$ cat config.mk
export PLATFORM = sky130hd
export DESIGN_NAME = plane_grid_mesh_generator_flat
export DESIGN_NICKNAME = d
export VERILOG_FILES = /design/src/hw/rtl/pgm_pkg.sv /design/src/hw/rtl/pgm_if.sv /design/src/hw/rtl/pgm_setup.sv /design/src/hw/rtl/pgm_div_stage.sv /design/src/hw/rtl/pgm_post.sv /design/src/hw/rtl/plane_grid_mesh_generator.sv /design/src/flat_wrapper.sv
export SDC_FILE = /design/constraint.sdc
export NUM_CORES = 2
export LEC_CHECK = 0
export BUFFER_PORTS_ARGS = -buffer_cell sky130_fd_sc_hd__buf_2
export CAP_MARGIN = 25
export CORE_AREA = 2 2 351 353
export DETAILED_ROUTE_END_ITERATION = 6
export DIE_AREA = 0 0 353 355
export PLACE_DENSITY = 0.61
export SLEW_MARGIN = 0
export SYNTH_ARGS = -nofsm -noshare
export SYNTH_HDL_FRONTEND = slang
export SYNTH_SLANG_ARGS = --single-unit
export TNS_END_PERCENT = 5
$ cat constraint.sdc
create_clock -name clk_i -period 20.9 [get_ports clk_i]
set_input_delay 2.09 -clock clk_i [delete_from_list [all_inputs] [get_ports clk_i]]
set_output_delay 2.09 -clock clk_i [all_outputs]
set_load 0.02 [all_outputs]
$ cat src/hw/rtl/pgm_pkg.sv
// Shared types, constants and codes for the plane grid mesh generator.
// Depends on nothing; every other file of the block depends on it.
package pgm_pkg;

  localparam int unsigned MaxResolution = 256;
  localparam int unsigned IdxW          = 16;
  localparam int unsigned PosW          = 32;
  localparam int unsigned ResW          = 9;
  localparam int unsigned QuoW          = 8;
  localparam int unsigned SizeW         = 2 * ResW;
  localparam int unsigned CfgIdxW       = 8;
  localparam int unsigned CfgDataW      = 32;
  localparam int unsigned DivStages     = QuoW / 2;
  localparam int unsigned SetupCntW     = 6;

  // Error codes of a result word.
  localparam logic [1:0] ERR_NONE  = 2'd0;
  localparam logic [1:0] ERR_RES   = 2'd1;
  localparam logic [1:0] ERR_RANGE = 2'd2;

  // Register indexes of the configuration port.
  localparam logic [CfgIdxW-1:0] REG_PLANE_WIDTH  = 8'd0;
  localparam logic [CfgIdxW-1:0] REG_PLANE_HEIGHT = 8'd1;
  localparam logic [CfgIdxW-1:0] REG_COLUMNS      = 8'd2;
  localparam logic [CfgIdxW-1:0] REG_ROWS         = 8'd3;

  // Reset values of the registers and of the values derived from them.
  localparam logic [PosW-1:0] PlaneReset = 32'h0001_0000;
  localparam logic [PosW-1:0] HalfReset  = 32'h0000_8000;
  localparam logic [ResW-1:0] ResReset   = 9'd2;
  localparam logic [SizeW-1:0] SizeReset = 18'd4;

  typedef struct packed {
    logic [IdxW-1:0] vertex_index;
  } in_t;

  typedef struct packed {
    logic signed [PosW-1:0] pos_x;
    logic signed [PosW-1:0] pos_y;
    logic                   has_quad;
    logic [IdxW-1:0]        first_a;
    logic [IdxW-1:0]        first_b;
    logic [IdxW-1:0]        first_c;
    logic [IdxW-1:0]        second_a;
    logic [IdxW-1:0]        second_b;
    logic [IdxW-1:0]        second_c;
    logic [1:0]             error;
  } out_t;

  typedef struct packed {
    logic [CfgIdxW-1:0]  index;
    logic [CfgDataW-1:0] data;
  } cfg_t;

  // Grid geometry derived from the registers, held stable between writes.
  typedef struct packed {
    logic signed [PosW-1:0] step_x;
    logic signed [PosW-1:0] step_y;
    logic signed [PosW-1:0] half_x;
    logic signed [PosW-1:0] half_y;
    logic [ResW-1:0]        columns;
    logic [ResW-1:0]        rows;
    logic [SizeW-1:0]       size;
    logic                   res_bad;
  } geom_t;

  // One slot of the index divider pipeline.
  typedef struct packed {
    logic [ResW-1:0] rem;
    logic [QuoW-1:0] dvd;
    logic [QuoW-1:0] quo;
    logic [IdxW-1:0] vidx;
    logic [1:0]      err;
  } div_t;

endpackage

$ cat src/hw/rtl/pgm_if.sv
// Valid/ready channel interfaces of the plane grid mesh generator.
// Depends on pgm_pkg for the word types.
interface pgm_in_if;
  logic          valid;
  logic          ready;
  pgm_pkg::in_t  data;
  modport source (output valid, output data, input ready);
  modport sink (input valid, input data, output ready);
endinterface

interface pgm_out_if;
  logic          valid;
  logic          ready;
  pgm_pkg::out_t data;
  modport source (output valid, output data, input ready);
  modport sink (input valid, input data, output ready);
endinterface

interface pgm_cfg_if;
  logic          valid;
  logic          ready;
  pgm_pkg::cfg_t data;
  modport source (output valid, output data, input ready);
  modport sink (input valid, input data, output ready);
endinterface

$ cat src/hw/rtl/pgm_setup.sv
// Configuration registers and the serial divider that derives the grid steps.
// Depends on pgm_pkg and pgm_cfg_if.
module pgm_setup (
  input  logic          clk_i,
  input  logic          rst_ni,
  pgm_cfg_if.sink       cfg_i,
  output logic          busy_o,
  output pgm_pkg::geom_t geom_o
);
  import pgm_pkg::*;

  localparam logic [SetupCntW-1:0] CntLoad = 6'd0;
  localparam logic [SetupCntW-1:0] CntDone = 6'd33;

  logic [PosW-1:0]      width_q, height_q;
  logic [ResW-1:0]      cols_q, rows_q;
  logic                 busy_q;
  logic [SetupCntW-1:0] cnt_q;
  logic [PosW-1:0]      dvd_x_q, dvd_y_q;
  logic [ResW-1:0]      rem_x_q, rem_y_q;
  logic                 neg_x_q, neg_y_q;
  geom_t                geom_q;

  logic            cfg_acc;
  logic [ResW-1:0] div_x, div_y;
  logic [ResW:0]   t_x, t_y, s_x, s_y;
  logic            ge_x, ge_y;
  logic [PosW-1:0] mag_x, mag_y;
  logic            bad_cols, bad_rows;

  assign cfg_i.ready = !busy_q;
  assign cfg_acc     = cfg_i.valid && cfg_i.ready;
  assign busy_o      = busy_q;
  assign geom_o      = geom_q;

  // One quotient bit per cycle, restoring, on the magnitude of the extent.
  always_comb begin
    div_x = cols_q - 9'd1;
    div_y = rows_q - 9'd1;
    t_x   = {rem_x_q, dvd_x_q[PosW-1]};
    t_y   = {rem_y_q, dvd_y_q[PosW-1]};
    ge_x  = t_x >= {1'b0, div_x};
    ge_y  = t_y >= {1'b0, div_y};
    s_x   = t_x - {1'b0, div_x};
    s_y   = t_y - {1'b0, div_y};
    mag_x = width_q[PosW-1] ? (~width_q + 32'd1) : width_q;
    mag_y = height_q[PosW-1] ? (~height_q + 32'd1) : height_q;
    bad_cols = (cols_q < 9'd2) || (cols_q > 9'(MaxResolution));
    bad_rows = (rows_q < 9'd2) || (rows_q > 9'(MaxResolution));
  end

  always_ff @(posedge clk_i or negedge rst_ni) begin
    if (!rst_ni) begin
      width_q        <= PlaneReset;
      height_q       <= PlaneReset;
      cols_q         <= ResReset;
      rows_q         <= ResReset;
      busy_q         <= 1'b0;
      cnt_q          <= CntLoad;
      dvd_x_q        <= '0;
      dvd_y_q        <= '0;
      rem_x_q        <= '0;
      rem_y_q        <= '0;
      neg_x_q        <= 1'b0;
      neg_y_q        <= 1'b0;
      geom_q.step_x  <= PlaneReset;
      geom_q.step_y  <= PlaneReset;
      geom_q.half_x  <= HalfReset;
      geom_q.half_y  <= HalfReset;
      geom_q.columns <= ResReset;
      geom_q.rows    <= ResReset;
      geom_q.size    <= SizeReset;
      geom_q.res_bad <= 1'b0;
    end else if (cfg_acc) begin
      case (cfg_i.data.index)
        REG_PLANE_WIDTH:  width_q  <= cfg_i.data.data;
        REG_PLANE_HEIGHT: height_q <= cfg_i.data.data;
        REG_COLUMNS:      cols_q   <= cfg_i.data.data[ResW-1:0];
        REG_ROWS:         rows_q   <= cfg_i.data.data[ResW-1:0];
        default: ;
      endcase
      busy_q <= 1'b1;
      cnt_q  <= CntLoad;
    end else if (busy_q) begin
      if (cnt_q == CntLoad) begin
        dvd_x_q <= mag_x;
        dvd_y_q <= mag_y;
        rem_x_q <= '0;
        rem_y_q <= '0;
        neg_x_q <= width_q[PosW-1];
        neg_y_q <= height_q[PosW-1];
        cnt_q   <= cnt_q + 6'd1;
      end else if (cnt_q == CntDone) begin
        // The quotient has replaced the dividend; restore the sign.
        geom_q.step_x  <= neg_x_q ? (~dvd_x_q + 32'd1) : dvd_x_q;
        geom_q.step_y  <= neg_y_q ? (~dvd_y_q + 32'd1) : dvd_y_q;
        geom_q.half_x  <= $signed(width_q) >>> 1;
        geom_q.half_y  <= $signed(height_q) >>> 1;
        geom_q.columns <= cols_q;
        geom_q.rows    <= rows_q;
        geom_q.size    <= {{ResW{1'b0}}, cols_q} * {{ResW{1'b0}}, rows_q};
        geom_q.res_bad <= bad_cols || bad_rows;
        busy_q         <= 1'b0;
      end else begin
        rem_x_q <= ge_x ? s_x[ResW-1:0] : t_x[ResW-1:0];
        rem_y_q <= ge_y ? s_y[ResW-1:0] : t_y[ResW-1:0];
        dvd_x_q <= {dvd_x_q[PosW-2:0], ge_x};
        dvd_y_q <= {dvd_y_q[PosW-2:0], ge_y};
        cnt_q   <= cnt_q + 6'd1;
      end
    end
  end

endmodule

$ cat src/hw/rtl/pgm_div_stage.sv
// One stage of the index divider: two restoring quotient bits per stage.
// Depends on pgm_pkg.
module pgm_div_stage (
  input  logic                      clk_i,
  input  logic                      rst_ni,
  input  logic                      en_i,
  input  logic                      valid_i,
  input  pgm_pkg::div_t             d_i,
  input  logic [pgm_pkg::ResW-1:0]  divisor_i,
  output logic                      valid_o,
  output pgm_pkg::div_t             d_o
);
  import pgm_pkg::*;

  logic            valid_q;
  div_t            d_q, d_d;
  logic [ResW:0]   t1, t2, s1, s2, dv;
  logic            ge1, ge2;
  logic [ResW-1:0] r1, r2;

  always_comb begin
    dv  = {1'b0, divisor_i};
    t1  = {d_i.rem, d_i.dvd[QuoW-1]};
    ge1 = t1 >= dv;
    s1  = t1 - dv;
    r1  = ge1 ? s1[ResW-1:0] : t1[ResW-1:0];
    t2  = {r1, d_i.dvd[QuoW-2]};
    ge2 = t2 >= dv;
    s2  = t2 - dv;
    r2  = ge2 ? s2[ResW-1:0] : t2[ResW-1:0];
    d_d      = d_i;
    d_d.rem  = r2;
    d_d.dvd  = {d_i.dvd[QuoW-3:0], 2'b00};
    d_d.quo  = {d_i.quo[QuoW-3:0], ge1, ge2};
  end

  always_ff @(posedge clk_i or negedge rst_ni) begin
    if (!rst_ni) begin
      valid_q <= 1'b0;
    end else if (en_i) begin
      valid_q <= valid_i;
    end
  end

  always_ff @(posedge clk_i) begin
    if (en_i) begin
      d_q <= d_d;
    end
  end

  assign valid_o = valid_q;
  assign d_o     = d_q;

endmodule

$ cat src/hw/rtl/pgm_post.sv
// Position multiply, offset and triangle corners, ending in the output register.
// Depends on pgm_pkg.
module pgm_post (
  input  logic           clk_i,
  input  logic           rst_ni,
  input  logic           en_i,
  input  logic           valid_i,
  input  pgm_pkg::div_t  d_i,
  input  pgm_pkg::geom_t geom_i,
  output logic           valid_o,
  output pgm_pkg::out_t  res_o
);
  import pgm_pkg::*;

  logic                   valid_a_q, valid_b_q;
  logic signed [PosW-1:0] prod_x_q, prod_y_q;
  logic [QuoW-1:0]        col_q, row_q;
  logic [IdxW-1:0]        vidx_q;
  logic [1:0]             err_q;
  out_t                   res_q, res_d;

  logic signed [PosW-1:0] px_full, py_full;
  logic [ResW-1:0]        col_next, row_next;
  logic [IdxW-1:0]        v_plus_c;
  logic                   quad;

  // After the last divider stage the remainder is the column, the quotient the row.
  // Only the low 32 bits of each product are kept, as the position wraps there.
  assign px_full = geom_i.step_x * $signed({{(PosW-QuoW){1'b0}}, d_i.rem[QuoW-1:0]});
  assign py_full = geom_i.step_y * $signed({{(PosW-QuoW){1'b0}}, d_i.quo});

  always_comb begin
    col_next = {1'b0, col_q} + 9'd1;
    row_next = {1'b0, row_q} + 9'd1;
    quad     = (col_next != geom_i.columns) && (row_next != geom_i.rows);
    v_plus_c = vidx_q + {{(IdxW-ResW){1'b0}}, geom_i.columns};
    res_d    = '0;
    res_d.error = err_q;
    if (err_q == ERR_NONE) begin
      res_d.pos_x = prod_x_q - geom_i.half_x;
      res_d.pos_y = prod_y_q - geom_i.half_y;
      if (quad) begin
        res_d.has_quad = 1'b1;
        res_d.first_a  = vidx_q;
        res_d.first_b  = vidx_q + 16'd1;
        res_d.first_c  = v_plus_c + 16'd1;
        res_d.second_a = vidx_q;
        res_d.second_b = v_plus_c + 16'd1;
        res_d.second_c = v_plus_c;
      end
    end
  end

  always_ff @(posedge clk_i or negedge rst_ni) begin
    if (!rst_ni) begin
      valid_a_q <= 1'b0;
      valid_b_q <= 1'b0;
    end else if (en_i) begin
      valid_a_q <= valid_i;
      valid_b_q <= valid_a_q;
    end
  end

  always_ff @(posedge clk_i) begin
    if (en_i) begin
      prod_x_q <= px_full[PosW-1:0];
      prod_y_q <= py_full[PosW-1:0];
      col_q    <= d_i.rem[QuoW-1:0];
      row_q    <= d_i.quo;
      vidx_q   <= d_i.vidx;
      err_q    <= d_i.err;
      res_q    <= res_d;
    end
  end

  assign valid_o = valid_b_q;
  assign res_o   = res_q;

endmodule

$ cat src/hw/rtl/plane_grid_mesh_generator.sv
// Plane grid mesh generator: for each vertex index of a centred grid it returns the
// Q16.16 position and, away from the last column and row, the two triangles of its quad.
// Depends on pgm_pkg, the channel interfaces, pgm_setup, pgm_div_stage and pgm_post.
//
// One word is taken every cycle unless the output stalls or setup is busy; four divider
// stages split the index into row and column two quotient bits at a time, one stage
// multiplies by the grid steps, and the last forms the result in the output register.
// A stall on the output holds the whole pipeline in place. Every configuration write
// starts a serial division of the extents by the resolution, one bit a cycle, and the
// input is held off until the new grid steps are ready.
module plane_grid_mesh_generator (
  input  logic      clk_i,
  input  logic      rst_ni,
  pgm_cfg_if.sink   cfg_i,
  pgm_in_if.sink    in_i,
  pgm_out_if.source out_o
);
  import pgm_pkg::*;

  logic  busy;
  geom_t geom;
  logic  en;
  logic  in_acc;
  div_t  stage_d [DivStages+1];
  logic  stage_v [DivStages+1];

  pgm_setup u_setup (
    .clk_i  (clk_i),
    .rst_ni (rst_ni),
    .cfg_i  (cfg_i),
    .busy_o (busy),
    .geom_o (geom)
  );

  // The pipeline advances whenever the output register is empty or being emptied.
  assign en          = !out_o.valid || out_o.ready;
  assign in_i.ready  = en && !busy;
  assign in_acc      = in_i.valid && in_i.ready;

  always_comb begin
    stage_v[0]      = in_acc;
    stage_d[0].rem  = {1'b0, in_i.data.vertex_index[IdxW-1:QuoW]};
    stage_d[0].dvd  = in_i.data.vertex_index[QuoW-1:0];
    stage_d[0].quo  = '0;
    stage_d[0].vidx = in_i.data.vertex_index;
    if (geom.res_bad) begin
      stage_d[0].err = ERR_RES;
    end else if ({2'b00, in_i.data.vertex_index} >= geom.size) begin
      stage_d[0].err = ERR_RANGE;
    end else begin
      stage_d[0].err = ERR_NONE;
    end
  end

  for (genvar s = 0; s < DivStages; s++) begin : g_div
    pgm_div_stage u_stage (
      .clk_i     (clk_i),
      .rst_ni    (rst_ni),
      .en_i      (en),
      .valid_i   (stage_v[s]),
      .d_i       (stage_d[s]),
      .divisor_i (geom.columns),
      .valid_o   (stage_v[s+1]),
      .d_o       (stage_d[s+1])
    );
  end

  pgm_post u_post (
    .clk_i   (clk_i),
    .rst_ni  (rst_ni),
    .en_i    (en),
    .valid_i (stage_v[DivStages]),
    .d_i     (stage_d[DivStages]),
    .geom_i  (geom),
    .valid_o (out_o.valid),
    .res_o   (out_o.data)
  );

endmodule
$ cat src/flat_wrapper.sv
// flat-port wrapper written by rule: the top's interface ports become plain ports
module plane_grid_mesh_generator_flat import pgm_pkg::*;
  (clk_i, rst_ni, cfg_i_valid, cfg_i_data, cfg_i_ready, in_i_valid, in_i_data, in_i_ready, out_o_valid, out_o_data, out_o_ready);
  pgm_cfg_if cfg_i_i ();
  pgm_in_if in_i_i ();
  pgm_out_if out_o_i ();
  input  logic clk_i;
  input  logic rst_ni;
  input wire logic [$bits(cfg_i_i.valid)-1:0] cfg_i_valid;
  input wire logic [$bits(cfg_i_i.data)-1:0] cfg_i_data;
  output wire logic [$bits(cfg_i_i.ready)-1:0] cfg_i_ready;
  input wire logic [$bits(in_i_i.valid)-1:0] in_i_valid;
  input wire logic [$bits(in_i_i.data)-1:0] in_i_data;
  output wire logic [$bits(in_i_i.ready)-1:0] in_i_ready;
  output wire logic [$bits(out_o_i.valid)-1:0] out_o_valid;
  output wire logic [$bits(out_o_i.data)-1:0] out_o_data;
  input wire logic [$bits(out_o_i.ready)-1:0] out_o_ready;
  assign cfg_i_i.valid = cfg_i_valid;
  assign cfg_i_i.data = cfg_i_data;
  assign cfg_i_ready = cfg_i_i.ready;
  assign in_i_i.valid = in_i_valid;
  assign in_i_i.data = in_i_data;
  assign in_i_ready = in_i_i.ready;
  assign out_o_valid = out_o_i.valid;
  assign out_o_data = out_o_i.data;
  assign out_o_i.ready = out_o_ready;
  plane_grid_mesh_generator u_core (.clk_i(clk_i), .rst_ni(rst_ni), .cfg_i(cfg_i_i), .in_i(in_i_i), .out_o(out_o_i));
endmodule
==> results.cfg <==
[hold_path]
worstHoldPathCells = 0
hold_path.class = reg -> reg

[place]
place_congestion = 0.881
portBuffers = 226
hpwl_um = 102000

[global_routing]
grt_pass1_vias = 38400
gr-total-overflow = 0
grt_max_degree = 112
grt_antenna_before_repair = 10
grt_usage = 0.219
grt_pass1_wl_um = 218000

[flow_run]
cap_violations = 0

[synth]
syn-cell-area_um2 = 53200
synth_cell_types = 81
synth_top_area_share = 0.201
ys_async_sr_fraction = 0.490
synth_area_per_cell_um2 = 9.78
yosys.area.top_type = edfxtp_1
synth_edf_count = 356
synth.area.top_cells = edfxtp_1, dfrtp_1, fa_1
yosys_warnings = 0
syn-num-nets = 6233
synth-seq-area-share = 0.362
syn_inst = 5443
synth_seq_cells = 698
yosys_most_used_dff = edfxtp_1

[final_layout]
final_common_cell = inv_1
multi_input_area_um2 = 30400
seqCellArea_um2 = 19300
final_nets = 6363
fill_cells = 11400
syn2layout_area_growth_pct = 10.3
final_cell_mix = inv_1, nand2_1, o21ai_0
drive_above_1_share = 0.103

[critical_path]
required_ns = 21.27
crit_chain = buf_2 -> ha_1 -> nor2b_1 -> o21ai_0 -> a21boi_0 -> o21ai_0 -> a211o_1 -> a21o_1 -> clkinv_1 -> nor2_1 -> a21oi_1 -> fa_1 -> a21o_1 -> a21oi_1 -> o22ai_1 -> o31ai_1 -> nand2b_1 -> nor2_1 -> mux2_2 -> o221ai_1
reg2reg_depth = 16
worst-path-buf-inv = 2
r2r_slack_ns = 14.49
crit_cells = 20
crit_slowest_cell = a21o_1
start_kind = primary input
cp_max_fo = 20
critPathTopFamily = compound AO/OA/AOI/OAI gates
crit_type = in -> reg
crit_path_max_incr_delay_ns = 0.50
cp.arrival_ns = 7.11
end_kind = flip-flop

[cts]
cts_tree = done
h-tree-depth = 3
clk_path_buf_depth = 3
cts_root_buf = clkbuf_16
cts.clk_slew.worst_paths_ns = 0.06
cts_hold_buf = 0
cts_buffers = 82
clock_sinks = 698
post-cts-setup-buffers = 0
clock_latency_ns = 0.66
ctsResizeCount = 0

[timing]
setup_violations = 0
finalMaxSlewViolations = 0
slew-limit-headroom = 0.342
min_period_over_period = 0.323
hold_viol = 0
period_minus_slack_ns = 6.74
final.setup.tns_ns = 0
fin_skew_ns = 0.0276
tightestPinTransition_ns = 0.986
fin_hold_ws_ns = 0.409
rsz0062_at_grt = no
fmax_ghz = 0.148

[drt]
drc_errors = 0
vias = 38800
drtPass1Iterations = 5
wl_per_cell_um = 18.8
drt_iter0_drc = 2797
viasPerCell = 5.34
drtAntennaViolNets = 0
routed_wl_um = 136000

[power]
leakage_nw = 27.2
p_per_area_nw_per_um2 = 166
ir_worst_vdd_mv = 0.145

[run_status]
status = complete, no violations

[floorplanning]
rows = 128
dieArea_um2 = 125000
io_pins = 227
initial_core_util = 0.438
fp.dieW_um = 353
dieHeight_um = 355
coreArea_um2 = 121000
## power breakdown
part	leakage, nW	internal (mW)	switching (mW)
combinational	17.4	2.29	3.52
clock	1.35	0.873	0.601
sequential	8.51	2.08	0.406
## through the flow
stage	utilization	cell area (µm²)	worst slack [ns]	cells	power (mW)
2_1_floorplan	-	53200	5.80	5443	6.68
3_3_place_gp	0.460	55800	13.68	7110	8.18
3_5_place_dp	0.460	55800	13.67	7110	8.28
4_1_cts	0.482	58600	14.35	7262	9.81
5_1_grt	0.483	58700	13.83	7266	10.7
6_report	0.483	58700	14.16	7267	9.77
## layer usage
metal  wire length, µm  GRT usage
met1             64200      0.319
met2             62000      0.348
met3              7170     0.0255
met4              2870     0.0523
met5                 7          0
## sequential cells by signal, summed over array words and instances (netlist names), 9 cells and up
| signal | cells |
|---|---|
| u_core.u_setup.geom_o | 163 |
| u_core.u_post.prod_y_q | 32 |
| u_core.u_setup.dvd_y_q | 32 |
| u_core.u_post.vidx_q | 16 |
| u_core.u_setup.height_q | 32 |
| u_core.u_setup.rem_y_q | 9 |
| u_core.u_setup.cols_q | 9 |
| u_core.u_post.res_o | 131 |
| u_core.u_setup.rows_q | 9 |
| u_core.g_div.u_stage.d_o | 127 |
| u_core.u_post.prod_x_q | 32 |
| u_core.u_setup.width_q | 32 |
| u_core.u_setup.rem_x_q | 9 |
| u_core.u_setup.dvd_x_q | 32 |
## cell usage after synthesis (11+ instances only)
master,n
dfrtp_1,331
fa_1,375
a21oi_1,198
nor2b_1,41
o22ai_1,14
o31a_1,11
o211ai_1,14
nor4_1,16
ha_1,354
buf_4,32
or4_1,15
o21ai_0,397
nand3_1,68
o21a_1,27
or3_1,45
clkbuf_1,179
nor2_1,273
o31ai_1,47
a21o_1,67
and3_1,18
a31oi_1,23
mux2_2,121
edfxtp_1,356
o21bai_1,20
mux2i_1,34
buf_1,11
inv_1,701
xor2_1,156
and2_1,288
nand4_1,30
xnor2_1,196
o41ai_1,20
nand2_1,666
a22oi_1,27
dfstp_2,11
nor3_1,67
nand2b_1,26
a211oi_1,24
a21boi_0,20
## final cells by class
type / count / area share
inverter: 702 / 0.0449
multi-input combinational: 3820 / 0.518
clock buffer: 111 / 0.0396
tap: 1625 / 0.0346
clock inverter: 41 / 0.00785
timing repair buffer: 269 / 0.0263
sequential: 698 / 0.328
antenna: 1 / 0.0000426
## final timing paths
check	from	end
setup / recovery	in_i_data[8]	u_core.g_div[0].u_stage.d_o[39]
hold / removal	u_core.g_div[2].u_stage.d_o[22]	u_core.g_div[3].u_stage.d_o[24]
setup reg to reg	u_core.g_div[3].u_stage.d_o[24]	u_core.u_post.prod_y_q[30]
hold reg to reg	u_core.g_div[2].u_stage.d_o[22]	u_core.g_div[3].u_stage.d_o[24]
max in group asynchronous	rst_ni	u_core.u_post.valid_a_q
min in group asynchronous	rst_ni	u_core.u_setup.geom_o[86]
## cell families (layout without fill, tap and decap cells)
logic type | after synthesis | count (layout) | synth area share
AND/OR/NAND/NOR | 1611 | 1611 | 0.145
AO/OA/AOI/OAI | 973 | 973 | 0.111
buffers and inverters | 925 | 1123 | 0.0675
adder cells (fa/ha/maj) | 729 | 729 | 0.224
flip-flops | 698 | 698 | 0.362
XOR/XNOR | 352 | 352 | 0.0579
multiplexers | 155 | 155 | 0.0320
other | 0 | 1 | 0
## worst reg2reg max path, cell delays in order, from the launching register on
cell,delay (ns)
edfxtp_1,1.00
and2_1,0.25
ha_1,0.25
fa_1,0.51
fa_1,0.54
inv_1,0.05
fa_1,0.53
inv_1,0.05
ha_1,0.35
o21ai_0,0.26
nor2_1,0.10
o41ai_1,0.73
o221ai_1,0.37
o31a_1,0.35
o31ai_1,0.29
or4b_1,0.45
o311ai_0,0.12
(Power assumes the default switching activity.)
